--- src/rtl/assert_macros.svh ---
// Assertion macros shared by the RTL files.
`ifndef ASSERT_MACROS_SVH
`define ASSERT_MACROS_SVH
`ifndef SYNTHESIS
`define ASSERT_IMPLIES(label, clk_s, rst_n, a, c) \
	label: assert property (@(posedge clk_s) disable iff (!rst_n) (a) |-> (c)) \
	else $error("assertion failed");
`define ASSERT_NEXT(label, clk_s, rst_n, a, c) \
	label: assert property (@(posedge clk_s) disable iff (!rst_n) (a) |=> (c)) \
	else $error("assertion failed");
`else
`define ASSERT_IMPLIES(label, clk_s, rst_n, a, c)
`define ASSERT_NEXT(label, clk_s, rst_n, a, c)
`endif
`endif

--- src/rtl/hmbp_pkg.sv ---
// ----------------------------------------------------------------------------
// hmbp_pkg
// Shared types and constants of the HTTP message byte parser.
// ----------------------------------------------------------------------------
package hmbp_pkg;
	localparam int DefLengthWidth = 32;
	localparam int QueueDepth = 2;

	// Field classes.
	localparam logic [3:0] CLS_DELIM   = 4'd0;
	localparam logic [3:0] CLS_VERSION = 4'd3;
	localparam logic [3:0] CLS_STATUS  = 4'd4;
	localparam logic [3:0] CLS_HNAME   = 4'd5;
	localparam logic [3:0] CLS_HVALUE  = 4'd6;
	localparam logic [3:0] CLS_BODY    = 4'd7;
	localparam logic [3:0] CLS_DISCARD = 4'd8;

	// Error codes.
	localparam logic [2:0] ERR_NONE   = 3'd0;
	localparam logic [2:0] ERR_SYMBOL = 3'd1;
	localparam logic [2:0] ERR_NAME   = 3'd2;
	localparam logic [2:0] ERR_STATUS = 3'd3;
	localparam logic [2:0] ERR_LENGTH = 3'd4;

	// Byte kinds found by the front part.
	typedef enum logic [2:0] {
		BK_OTHER, BK_SPACE, BK_CR, BK_LF, BK_COLON, BK_DIGIT, BK_TAB
	} byte_kind_t;

	// Classified item passed from front to back.
	typedef struct packed {
		logic [7:0] data;
		logic [7:0] lower;
		byte_kind_t kind;
		logic       abort;
	} item_t;

	localparam int ItemWidth = $bits(item_t);

	// Status text byte at a position, for each candidate.
	function automatic logic [7:0] status_char(input logic [1:0] c, input logic [4:0] p);
		logic [8*25-1:0] s;
		logic [4:0] n;
		unique case (c)
			2'd0: begin s = {"200 OK", 152'd0}; n = 5'd6; end
			2'd1: begin s = {"200 Ok", 152'd0}; n = 5'd6; end
			2'd2: begin s = {"404 Not Found", 96'd0}; n = 5'd13; end
			default: begin s = "500 Internal Server Error"; n = 5'd25; end
		endcase
		if (p < n) status_char = s[8*(24-p) +: 8];
		else status_char = 8'h00;
	endfunction

	function automatic logic [4:0] status_len(input logic [1:0] c);
		unique case (c)
			2'd0, 2'd1: status_len = 5'd6;
			2'd2: status_len = 5'd13;
			default: status_len = 5'd25;
		endcase
	endfunction

	function automatic logic [7:0] cl_char(input logic [3:0] p);
		logic [8*14-1:0] s;
		s = "content-length";
		if (p < 4'd14) cl_char = s[8*(13-p) +: 8];
		else cl_char = 8'hff;
	endfunction
endpackage

--- src/rtl/hmbp_front.sv ---
// ----------------------------------------------------------------------------
// hmbp_front
// Accepts stream bytes and classifies them into an item for the back part.
// ----------------------------------------------------------------------------
module hmbp_front import hmbp_pkg::*; (
	input  logic       clk,
	input  logic       arst_n,
	input  logic [7:0] in_data,
	input  logic       in_abort,
	input  logic       in_valid,
	output logic       in_ready,
	output item_t      itm,
	output logic       itm_valid,
	input  logic       itm_ready
);
	logic  valid_q;
	item_t item_q;
	byte_kind_t k;
	logic [7:0] lw;

	// Byte classification and lower-casing.
	always_comb begin
		lw = in_data;
		if (in_data >= "A" && in_data <= "Z") lw = in_data + 8'd32;
		priority if (in_data == " ") k = BK_SPACE;
		else if (in_data == 8'h0d) k = BK_CR;
		else if (in_data == 8'h0a) k = BK_LF;
		else if (in_data == ":") k = BK_COLON;
		else if (in_data >= "0" && in_data <= "9") k = BK_DIGIT;
		else if (in_data == 8'h09) k = BK_TAB;
		else k = BK_OTHER;
	end

	assign in_ready = !valid_q || itm_ready;
	assign itm = item_q;
	assign itm_valid = valid_q;

	// Registered stage toward the queue.
	always_ff @(posedge clk or negedge arst_n) begin
		if (!arst_n) begin
			valid_q <= 1'b0;
		end else if (in_ready) begin
			valid_q <= in_valid;
		end
	end

	always_ff @(posedge clk) begin
		if (in_ready && in_valid) begin
			item_q <= '{data: in_data, lower: lw, kind: k, abort: in_abort};
		end
	end
endmodule

--- src/rtl/hmbp_queue.sv ---
// ----------------------------------------------------------------------------
// hmbp_queue
// Short FIFO of classified items between front and back.
// ----------------------------------------------------------------------------
module hmbp_queue import hmbp_pkg::*; #(
	parameter int Depth = QueueDepth
) (
	input  logic  clk,
	input  logic  arst_n,
	input  item_t wr_item,
	input  logic  wr_valid,
	output logic  wr_ready,
	output item_t rd_item,
	output logic  rd_valid,
	input  logic  rd_ready
);
	localparam int AW = (Depth > 1) ? $clog2(Depth) : 1;
	item_t mem_q [Depth];
	logic [AW-1:0] wp_q, rp_q;
	logic [AW:0] cnt_q;
	logic do_wr, do_rd;

	assign wr_ready = cnt_q != Depth[AW:0];
	assign rd_valid = cnt_q != '0;
	assign rd_item = mem_q[rp_q];
	assign do_wr = wr_valid && wr_ready;
	assign do_rd = rd_valid && rd_ready;

	// Pointers and fill count.
	always_ff @(posedge clk or negedge arst_n) begin
		if (!arst_n) begin
			wp_q <= '0;
			rp_q <= '0;
			cnt_q <= '0;
		end else begin
			if (do_wr) wp_q <= (wp_q == AW'(Depth - 1)) ? '0 : wp_q + 1'b1;
			if (do_rd) rp_q <= (rp_q == AW'(Depth - 1)) ? '0 : rp_q + 1'b1;
			cnt_q <= cnt_q + (AW+1)'(do_wr) - (AW+1)'(do_rd);
		end
	end

	always_ff @(posedge clk) begin
		if (do_wr) mem_q[wp_q] <= wr_item;
	end
endmodule

--- src/rtl/hmbp_back.sv ---
// ----------------------------------------------------------------------------
// hmbp_back
// Parser FSM; one classified byte per cycle into a result register when not stalled.
// ----------------------------------------------------------------------------
module hmbp_back import hmbp_pkg::*; #(
	parameter int LengthWidth = DefLengthWidth
) (
	input  logic        clk,
	input  logic        arst_n,
	input  logic        kind_rsp,
	input  item_t       itm,
	input  logic        itm_valid,
	output logic        itm_ready,
	output logic [7:0]  o_byte,
	output logic [3:0]  o_class,
	output logic        o_end,
	output logic [1:0]  o_status,
	output logic [31:0] o_length,
	output logic        o_done,
	output logic [2:0]  o_error,
	output logic        o_valid,
	input  logic        o_ready
);
	typedef enum logic [2:0] {PH_WORD, PH_STATUS, PH_HEADER, PH_BLANK, PH_BODY} phase_t;
	localparam logic [LengthWidth-1:0] LenMax = '1;
	localparam logic [LengthWidth-1:0] LenLimit = LenMax / 10;
	localparam logic [3:0] LenDigitLimit = 4'(LenMax % 10);

	phase_t phase_q, ph;
	logic [1:0] widx_q, wi;
	logic in_name_q, inn, nonempty_q, ne, skip_q, sk, elf_q, el;
	logic [3:0] clpos_q, cp;
	logic clm_q, cm, digit_q, dg;
	logic [4:0] spos_q, sp;
	logic [3:0] cand_q, cd;
	logic [LengthWidth-1:0] acc_q, ac, body_q, bd;
	logic [LengthWidth-1:0] ao;
	logic [2:0] err_q, er;
	logic [7:0] ob, b;
	logic [3:0] cls, dval;
	logic fend, done;
	logic [1:0] sc;
	logic fire;

	assign itm_ready = !o_valid || o_ready;
	assign fire = itm_valid && itm_ready;
	assign b = itm.data;
	assign dval = 4'(itm.data - "0");

	// Next-state logic for one byte.
	always_comb begin
		ph = phase_q; wi = widx_q; inn = in_name_q; ne = nonempty_q; sk = skip_q;
		el = elf_q; cp = clpos_q; cm = clm_q; dg = digit_q; sp = spos_q; cd = cand_q;
		ac = acc_q; bd = body_q; er = err_q;
		ob = b; cls = CLS_DELIM; fend = 1'b0; sc = 2'd0; done = 1'b0;
		if (itm.abort) begin
			er = ERR_NONE; cls = CLS_DISCARD;
			ph = PH_WORD; wi = '0; el = 1'b0; sp = '0; cd = 4'hf; ac = '0; bd = '0;
			inn = 1'b1; ne = 1'b0; sk = 1'b0; cp = '0; cm = 1'b1; dg = 1'b0;
		end else if (err_q != ERR_NONE) begin
			cls = CLS_DISCARD;
		end else if (elf_q) begin
			el = 1'b0;
			if (itm.kind != BK_LF) begin
				er = ERR_SYMBOL;
			end else begin
				unique case (phase_q)
					PH_WORD: begin
						wi = widx_q + 2'd1;
						if (kind_rsp) ph = PH_STATUS;
						else if (wi == 2'd3) begin
							ph = PH_HEADER;
							inn = 1'b1; ne = 1'b0; sk = 1'b0; cp = '0; cm = 1'b1; dg = 1'b0;
						end
					end
					PH_STATUS: begin
						priority if (cand_q[0] && spos_q == status_len(2'd0)) sc = 2'd1;
						else if (cand_q[1] && spos_q == status_len(2'd1)) sc = 2'd1;
						else if (cand_q[2] && spos_q == status_len(2'd2)) sc = 2'd2;
						else if (cand_q[3] && spos_q == status_len(2'd3)) sc = 2'd3;
						else sc = 2'd0;
						if (sc == 2'd0) er = ERR_STATUS;
						else begin
							ph = PH_HEADER;
							inn = 1'b1; ne = 1'b0; sk = 1'b0; cp = '0; cm = 1'b1; dg = 1'b0;
						end
					end
					PH_HEADER: begin
						if (clpos_q == 4'd14 && !digit_q) er = ERR_LENGTH;
						else begin
							inn = 1'b1; ne = 1'b0; sk = 1'b0; cp = '0; cm = 1'b1; dg = 1'b0;
						end
					end
					PH_BLANK: begin
						bd = acc_q;
						if (acc_q == '0) done = 1'b1;
						else ph = PH_BODY;
					end
					default: cls = CLS_DISCARD;
				endcase
			end
		end else begin
			unique case (phase_q)
				PH_WORD: begin
					if (itm.kind == BK_SPACE) begin
						fend = 1'b1;
						wi = widx_q + 2'd1;
						if (kind_rsp) ph = PH_STATUS;
						else if (wi == 2'd3) begin
							ph = PH_HEADER;
							inn = 1'b1; ne = 1'b0; sk = 1'b0; cp = '0; cm = 1'b1; dg = 1'b0;
						end
					end else if (itm.kind == BK_CR) begin
						fend = 1'b1; el = 1'b1;
					end else begin
						cls = kind_rsp ? CLS_VERSION : {2'b00, widx_q} + 4'd1;
					end
				end
				PH_STATUS: begin
					if (itm.kind == BK_CR) begin
						fend = 1'b1; el = 1'b1;
					end else begin
						cls = CLS_STATUS;
						for (int i = 0; i < 4; i++) begin
							if (!(spos_q < status_len(2'(i)) && status_char(2'(i), spos_q) == b))
								cd[i] = 1'b0;
						end
						if (spos_q < 5'd31) sp = spos_q + 5'd1;
					end
				end
				PH_HEADER: begin
					sk = 1'b0;
					if (skip_q && itm.kind == BK_SPACE) begin
						cls = CLS_DELIM;
					end else if (itm.kind == BK_CR) begin
						if (in_name_q && !nonempty_q) ph = PH_BLANK;
						else fend = 1'b1;
						el = 1'b1;
					end else if (in_name_q) begin
						if (itm.kind == BK_COLON) begin
							if (!nonempty_q) er = ERR_NAME;
							else begin
								inn = 1'b0; fend = 1'b1; sk = 1'b1;
								if (clpos_q == 4'd14) begin
									ac = '0; cm = 1'b1;
								end
							end
						end else begin
							ob = itm.lower; cls = CLS_HNAME; ne = 1'b1;
							if (clm_q && clpos_q < 4'd14 && itm.lower == cl_char(clpos_q))
								cp = clpos_q + 4'd1;
							else begin
								cm = 1'b0; cp = 4'd15;
							end
						end
					end else begin
						cls = CLS_HVALUE;
						if (clpos_q == 4'd14 && clm_q) begin
							if (itm.kind == BK_DIGIT) begin
								if (acc_q > LenLimit || (acc_q == LenLimit && dval > LenDigitLimit))
									ac = LenMax;
								else
									ac = LengthWidth'(acc_q * 10) + LengthWidth'(dval);
								dg = 1'b1;
							end else if (!((itm.kind == BK_SPACE || itm.kind == BK_TAB)
									&& !digit_q)) begin
								cm = 1'b0;
							end
						end
					end
				end
				PH_BODY: begin
					cls = CLS_BODY;
					if (body_q != '0) bd = body_q - 1'b1;
					if (bd == '0) done = 1'b1;
				end
				default: cls = CLS_DISCARD;
			endcase
		end
		if (er != ERR_NONE) begin
			cls = CLS_DISCARD; fend = 1'b0; sc = 2'd0; done = 1'b0;
		end
		// The reported length is the accumulator after this byte, before completion clears it.
		ao = ac;
		if (done) begin
			ph = PH_WORD; wi = '0; el = 1'b0; sp = '0; cd = 4'hf; ac = '0; bd = '0;
			inn = 1'b1; ne = 1'b0; sk = 1'b0; cp = '0; cm = 1'b1; dg = 1'b0;
		end
	end

	// Parser state and result register.
	always_ff @(posedge clk or negedge arst_n) begin
		if (!arst_n) begin
			phase_q <= PH_WORD; widx_q <= '0; in_name_q <= 1'b1; nonempty_q <= 1'b0;
			skip_q <= 1'b0; elf_q <= 1'b0; clpos_q <= '0; clm_q <= 1'b1; digit_q <= 1'b0;
			spos_q <= '0; cand_q <= 4'hf; acc_q <= '0; body_q <= '0; err_q <= ERR_NONE;
			o_valid <= 1'b0;
		end else begin
			if (itm_ready) o_valid <= itm_valid;
			if (fire) begin
				phase_q <= ph; widx_q <= wi; in_name_q <= inn; nonempty_q <= ne;
				skip_q <= sk; elf_q <= el; clpos_q <= cp; clm_q <= cm; digit_q <= dg;
				spos_q <= sp; cand_q <= cd; acc_q <= ac; body_q <= bd; err_q <= er;
			end
		end
	end

	always_ff @(posedge clk) begin
		if (fire) begin
			o_byte <= ob; o_class <= cls; o_end <= fend; o_status <= sc; o_done <= done;
			o_error <= er;
			if (LengthWidth > 32 && (ao >> 32) != '0) o_length <= '1;
			else o_length <= 32'(ao);
		end
	end
endmodule

--- src/rtl/http_message_byte_parser_top.sv ---
// ----------------------------------------------------------------------------
// http_message_byte_parser_top
// Streaming HTTP/1.x parser, one byte per transaction, with APB config.
// ----------------------------------------------------------------------------
// Channel  Direction  Contents
// s_axis   in         tdata = in_byte, tuser = abort
// m_axis   out        tdata = out_byte, status/len/etc; tuser = field_class
// apb      in         register 0: message_kind
// One byte per cycle unless the output stalls; a byte passes the front
// register, queue and result register. The parser state update in the back
// part is the loop that sets this rate. Reset clears all control state; no
// clearing pass. Either side may stall on its own through the item queue.
`include "assert_macros.svh"
module http_message_byte_parser_top import hmbp_pkg::*; #(
	parameter int LengthWidth = DefLengthWidth
) (
	input  logic        clk,
	input  logic        arst_n,
	input  logic        s_axis_tvalid,
	output logic        s_axis_tready,
	input  logic [7:0]  s_axis_tdata,  // [7:0] in_byte
	input  logic        s_axis_tuser,  // [0] abort
	output logic        m_axis_tvalid,
	input  logic        m_axis_tready,
	// [7:0] out_byte, [8] field_end, [10:9] status_code, [42:11] content_length,
	// [43] message_done, [46:44] error_code, [47] zero
	output logic [47:0] m_axis_tdata,
	output logic [3:0]  m_axis_tuser,  // [3:0] field_class
	input  logic        psel,
	input  logic        penable,
	input  logic        pwrite,
	input  logic [1:0]  paddr,
	input  logic [31:0] pwdata,
	output logic [31:0] prdata,
	output logic        pready
);
	localparam logic [1:0] RegKind = 2'd0;
	logic kind_q;
	item_t f_item, q_item;
	logic f_valid, f_ready, q_valid, q_ready;
	logic [7:0] ob;
	logic [3:0] cls;
	logic fe, dn;
	logic [1:0] sc;
	logic [31:0] len;
	logic [2:0] er;

	// Configuration register.
	assign pready = 1'b1;
	assign prdata = (paddr == RegKind) ? {31'd0, kind_q} : 32'd0;
	always_ff @(posedge clk or negedge arst_n) begin
		if (!arst_n) begin
			kind_q <= 1'b0;
		end else if (psel && penable && pwrite && paddr == RegKind) begin
			kind_q <= pwdata[0];
		end
	end

	hmbp_front u_front (
		.clk, .arst_n, .in_data(s_axis_tdata), .in_abort(s_axis_tuser),
		.in_valid(s_axis_tvalid), .in_ready(s_axis_tready),
		.itm(f_item), .itm_valid(f_valid), .itm_ready(f_ready)
	);

	hmbp_queue #(.Depth(QueueDepth)) u_queue (
		.clk, .arst_n, .wr_item(f_item), .wr_valid(f_valid), .wr_ready(f_ready),
		.rd_item(q_item), .rd_valid(q_valid), .rd_ready(q_ready)
	);

	hmbp_back #(.LengthWidth(LengthWidth)) u_back (
		.clk, .arst_n, .kind_rsp(kind_q), .itm(q_item), .itm_valid(q_valid),
		.itm_ready(q_ready), .o_byte(ob), .o_class(cls), .o_end(fe), .o_status(sc),
		.o_length(len), .o_done(dn), .o_error(er), .o_valid(m_axis_tvalid),
		.o_ready(m_axis_tready)
	);

	assign m_axis_tdata = {1'b0, er, dn, len, sc, fe, ob};
	assign m_axis_tuser = cls;

	// A raised error forces the discarded class.
	`ASSERT_IMPLIES(a_err_discard, clk, arst_n, m_axis_tvalid && er != ERR_NONE,
		cls == CLS_DISCARD)
	// Completion and status never coincide with an error.
	`ASSERT_IMPLIES(a_done_clean, clk, arst_n, m_axis_tvalid && (dn || sc != 2'd0),
		er == ERR_NONE)
	// A stalled result holds.
	`ASSERT_NEXT(a_hold, clk, arst_n, m_axis_tvalid && !m_axis_tready,
		m_axis_tvalid && $stable(m_axis_tdata))
endmodule

--- config.mk ---
export PLATFORM = sky130hd
export DESIGN_NAME = http_message_byte_parser_top
export DESIGN_NICKNAME = d
export VERILOG_FILES = /design/src/rtl/hmbp_pkg.sv /design/src/rtl/hmbp_front.sv /design/src/rtl/hmbp_queue.sv /design/src/rtl/hmbp_back.sv /design/src/rtl/http_message_byte_parser_top.sv
export VERILOG_INCLUDE_DIRS = /design/src /design/src/rtl
export SDC_FILE = /design/constraint.sdc
export NUM_CORES = 1
export LEC_CHECK = 0
export BUFFER_PORTS_ARGS = -buffer_cell sky130_fd_sc_hd__buf_2
export CAP_MARGIN = 20
export CORE_MARGIN = 8
export CORE_UTILIZATION = 40
export DETAILED_ROUTE_END_ITERATION = 6
export SLEW_MARGIN = 25
export SYNTH_ARGS = -nofsm -noshare
export SYNTH_HDL_FRONTEND = slang
export SYNTH_SLANG_ARGS = --single-unit
--- constraint.sdc ---
create_clock -name clk -period 6.1 [get_ports clk]
set_input_delay 0.915 -clock clk [delete_from_list [all_inputs] [get_ports clk]]
set_output_delay 0.915 -clock clk [all_outputs]
set_load 0.05 [all_outputs]
==> results_tabular.tex <==
\begin{tabular}{lr}
\hline
Metric & Value \\
\hline
\multicolumn{2}{l}{\textbf{Place}} \\
Total half-perimeter wirelength after legalization and detailed placement & roughly 35000 um \\
Post-placement worst setup slack & between 1000 and 1500 ps \\
Dpl cell area & approximately 0.016 sq mm \\
Input/output buffers & 72 \\
Final RePlAce weighted congestion & between 0.9 and 1 \\
\multicolumn{2}{l}{\textbf{Job}} \\
Max-cap violations & 0 \\
\multicolumn{2}{l}{\textbf{Timing}} \\
Slew of the pin with the lowest slew margin & 1091 ps \\
Worst max-slew margin expressed relative to the limit & about 27\% \\
FMAX & 0.1963 GHz \\
Worst path setup slack after routing & approximately 1000 ps \\
Clock skew & between 15 and 20 ps \\
Min cycle time layout & between 5000 and 6000 ps \\
Final-report setup violation count & 0 \\
Unrepaired setup endpoints after global routing & no \\
Fin. max-slew vios & 0 \\
Final cycle utilization of the critical path & $\sim$83\% \\
Accumulated negative setup slack & 0 ps \\
Number of hold violations in the final report & 0 \\
\multicolumn{2}{l}{\textbf{Clock tree}} \\
H-Tree Level Count & 4 \\
Sinks on the clock net & roughly 190 \\
Clock buffer count from CTS & 17 \\
CTS resizes & 0 \\
Skew-Pair Late Insertion Delay & approximately 470 ps \\
Number of post-CTS setup repair buffers & 0 \\
Clock transition at the register clock pins on the worst setup and hold paths after CTS & $\sim$90 ps \\
Max Root-Sink Buffers & 2 \\
Master cell of the clock root buffer & sky130\_fd\_sc\_hd\_\_clkbuf\_16 \\
Hold\_buf cts & 0 \\
CTS tree & built \\
\multicolumn{2}{l}{\textbf{Yosys}} \\
Synth Flop Type & sky130\_fd\_sc\_hd\_\_edfxtp\_1 \\
Syn avg cell area & around 8.6 sq um \\
Async SR Flop Fraction & 50.52\% \\
Most common cell in the netlist & sky130\_fd\_sc\_hd\_\_nand2\_1 \\
Count of flip-flops with a built-in enable after synthesis & 96 \\
Flip-flop and latch count after synthesis & a little under 200 \\
Synth Cell Area & roughly 0.015 sq mm \\
Distinct cells, synth & 91 \\
Library cell with the largest summed area after synthesis & sky130\_fd\_sc\_hd\_\_edfxtp\_1 \\
Yosys warns & 0 \\
Synth area leaders & sky130\_fd\_sc\_hd\_\_edfxtp\_1, sky130\_fd\_sc\_hd\_\_dfrtp\_1, sky130\_fd\_sc\_hd\_\_ha\_1 \\
Sequential element share of the synthesized area & between 30\% and 40\% \\
Number of instances in the synthesized netlist & between 1.5k and 2k \\
Commonest cells in the netlist & sky130\_fd\_sc\_hd\_\_nand2\_1, sky130\_fd\_sc\_hd\_\_nor2\_1, sky130\_fd\_sc\_hd\_\_o21ai\_0, sky130\_fd\_sc\_hd\_\_a21oi\_1, sky130\_fd\_sc\_hd\_\_edfxtp\_1 \\
Fraction of post-synthesis cell area in the top cell type by area & around a fifth \\
\multicolumn{2}{l}{\textbf{Die}} \\
Floorplan die width & roughly 210 um \\
Die Span Y & 210.9 um \\
Die ar. & about 0.044 sq mm \\
Area inside the core boundary & $\sim$0.038 sq mm \\
Number of primary I/O pins & 137 \\
Count of standard-cell rows & between 70 and 80 \\
Starting utilization of the core area & 40.43\% \\
\multicolumn{2}{l}{\textbf{Routing}} \\
Routed via count & between 10k and 15k \\
Detailed-route wire length per cell & $\sim$20 um \\
Number of detailed-route iterations in the first pass & 6 \\
Routed wire length & about 48000 um \\
Number of remaining DRC errors & 0 \\
DRT iter0 DRCs & about 1.6k \\
Remaining number of nets flagged by the antenna check after routing & 0 \\
Via count normalized by instance count & roughly 6 \\
\multicolumn{2}{l}{\textbf{Pwr}} \\
Power per cell area & $\sim$460 mW/mm\^{}2 \\
Internal Pwr Total & roughly 3700 uW \\
Proportion of power drawn by combinational gates & around 56\% \\
Switching power share of the total & 51.00\% \\
Static Leakage & 0.006689 uW \\
Worst IR Drop VDD & between 200 and 300 uV \\
Proportion of power drawn by flip-flops and latches & around 28\% \\
Power spent charging and discharging nets & just under 4000 uW \\
Clk pwr share & 15.8\% \\
Power Total & approximately 7600 uW \\
\multicolumn{2}{l}{\textbf{Final layout}} \\
Antenna cell count & 0 \\
Fraction of layout instances using a drive strength above 1 & between 10 and 15\% \\
Final cell utilization of the core & between 40\% and 50\% \\
Layout Area Growth over Synthesis & 9.289\% \\
Net count, final & roughly 1.9k \\
Final non-filler cell area & roughly 0.017 sq mm \\
\multicolumn{2}{l}{\textbf{Worst setup path}} \\
Crit path DAT & 5300 ps \\
Critical path class & reg -> reg \\
Crit path max fanout & 14 \\
Data required time at the worst endpoint & about 6300 ps \\
Startpoint class of the critical path & flop \\
Element type at the critical path end & flop \\
\multicolumn{2}{l}{\textbf{Global route}} \\
Number of antenna violations at the first check in global routing & 0 \\
Total congestion overflow after global routing & 0 \\
Wire length of the first global-routing pass & 74710 um \\
Maximum number of pins on one net before global-route repair & 60 \\
Global router's overall resource usage & roughly a fifth \\
Number of global-route vias before repair & 13.03k \\
\multicolumn{2}{l}{\textbf{Worst hold path}} \\
Worst min-delay path category & in -> async \\
\multicolumn{2}{l}{\textbf{Outcome}} \\
Status & complete, no violations \\
\hline
\end{tabular}
layout make-up:
cell class / instances / area (sq um)
multi-input combinational: 1420 / 9089
timing repair buffer: 116 / 693.2
fill: 3710 / 20970
clock buffer: 17 / 425.4
inverter: 55 / 207.7
clock inverter: 15 / 207.7
tap: 511 / 639.4
sequential: 194 / 5343
logic make-up after synthesis:
group           count (synthesis)  synth area share (%)
fa+ha+maj                      76                 6.358
compound gates                569                 24.70
mux                            26                 1.795
flops                         194                 35.16
simple gates                  640                 21.60
buf+inv                       192                 5.954
xor+xnor                       76                 4.381
other cells                     2               0.04943
stage by stage:
| stage | hold WS, ps | cells |
|---|---|---|
| 6_report | 417.9 | 2328 |
| 4_1_cts | 436.7 | 2328 |
| 2_1_floorplan | 421.5 | 1806 |
| 3_5_place_dp | 431.9 | 2296 |
| 3_3_place_gp | 424.5 | 2296 |
| 5_1_grt | 455.0 | 2328 |
layout by cell type, fill, tap and decap left out, drive strengths merged, types with 20 or more instances in the layout:
cell    count
a21o       23
a21oi     126
a22o       20
a31oi      26
and2       23
and3       22
buf       116
conb       33
dfrtp      92
edfxtp     96
ha         74
inv        58
nand2     166
nand3      52
nand4      24
nor2      144
nor3       59
nor4       34
o21ai     147
o31ai      25
xnor2      54
xor2       22
flip-flops by register name (all words and copies together), names as in the netlist, 3 cells and up:
| register | flops |
|---|---|
| u_back.cand_q | 4 |
| u_back.spos_q | 5 |
| u_back.body_q | 32 |
| u_back.o_byte | 8 |
| u_queue.mem_q | 30 |
| u_back.acc_q | 32 |
| u_back.err_q | 3 |
| u_front.itm | 15 |
| u_back.phase_q | 3 |
| u_back.o_length | 32 |
| u_back.o_error | 3 |
| u_back.o_class | 4 |
| u_back.clpos_q | 4 |
routing by layer:
layer,up-vias,GRT usage [%],wire length [um]
met1,6862,30.86,22360
met5,-,0,0
met3,80,3.516,3513
met4,0,6.347,1201
li1,6728,-,-
met2,640,30.99,20570
worst max-delay path, stage by stage (launching register included):
cell and delay [ps]:
sky130_fd_sc_hd__dfrtp_1 640, sky130_fd_sc_hd__ha_1 320, sky130_fd_sc_hd__ha_1 580, sky130_fd_sc_hd__nand4_1 170, sky130_fd_sc_hd__or2_2 290, sky130_fd_sc_hd__a2111oi_0 690
sky130_fd_sc_hd__buf_4 240, sky130_fd_sc_hd__nor2_1 90, sky130_fd_sc_hd__o311ai_0 340, sky130_fd_sc_hd__buf_4 200, sky130_fd_sc_hd__o21a_1 140, sky130_fd_sc_hd__nand4_1 170
sky130_fd_sc_hd__nor3_1 310, sky130_fd_sc_hd__xnor2_1 140, sky130_fd_sc_hd__a211oi_1 510
final timing paths:
kind,cells past startpoint,slack (ps),from,to
worst min-delay path,1,420,arst_n,u_back.body_q[24]$_DFFE_PN0P_
max in group asynchronous,2,4450,arst_n,u_front.itm_valid$_DFFE_PN0N_
worst max-delay path,14,1010,u_back.acc_q[11]$_DFFE_PN0P_,u_back.o_length[31]$_DFFE_PP_
worst max register to register,14,1010,u_back.acc_q[11]$_DFFE_PN0P_,u_back.o_length[31]$_DFFE_PP_
worst min register to register,0,450,u_front.itm[8]$_DFFE_PP_,u_queue.mem_q[1][16]$_DFFE_PP_
min in group clk,0,450,u_front.itm[8]$_DFFE_PP_,u_queue.mem_q[1][16]$_DFFE_PP_
power by group through the flow:
stage / combinational [uW] / clock [uW] / sequential, uW
2_1_floorplan: 2810 / 0 / 2460
3_3_place_gp: 4160 / 0 / 2180
3_5_place_dp: 4170 / 0 / 2180
4_1_cts: 4180 / 1220 / 2160
5_1_grt: 4590 / 1270 / 2220
6_report: 4240 / 1200 / 2170
No activity file was read; power rests on OpenSTA's default activity.
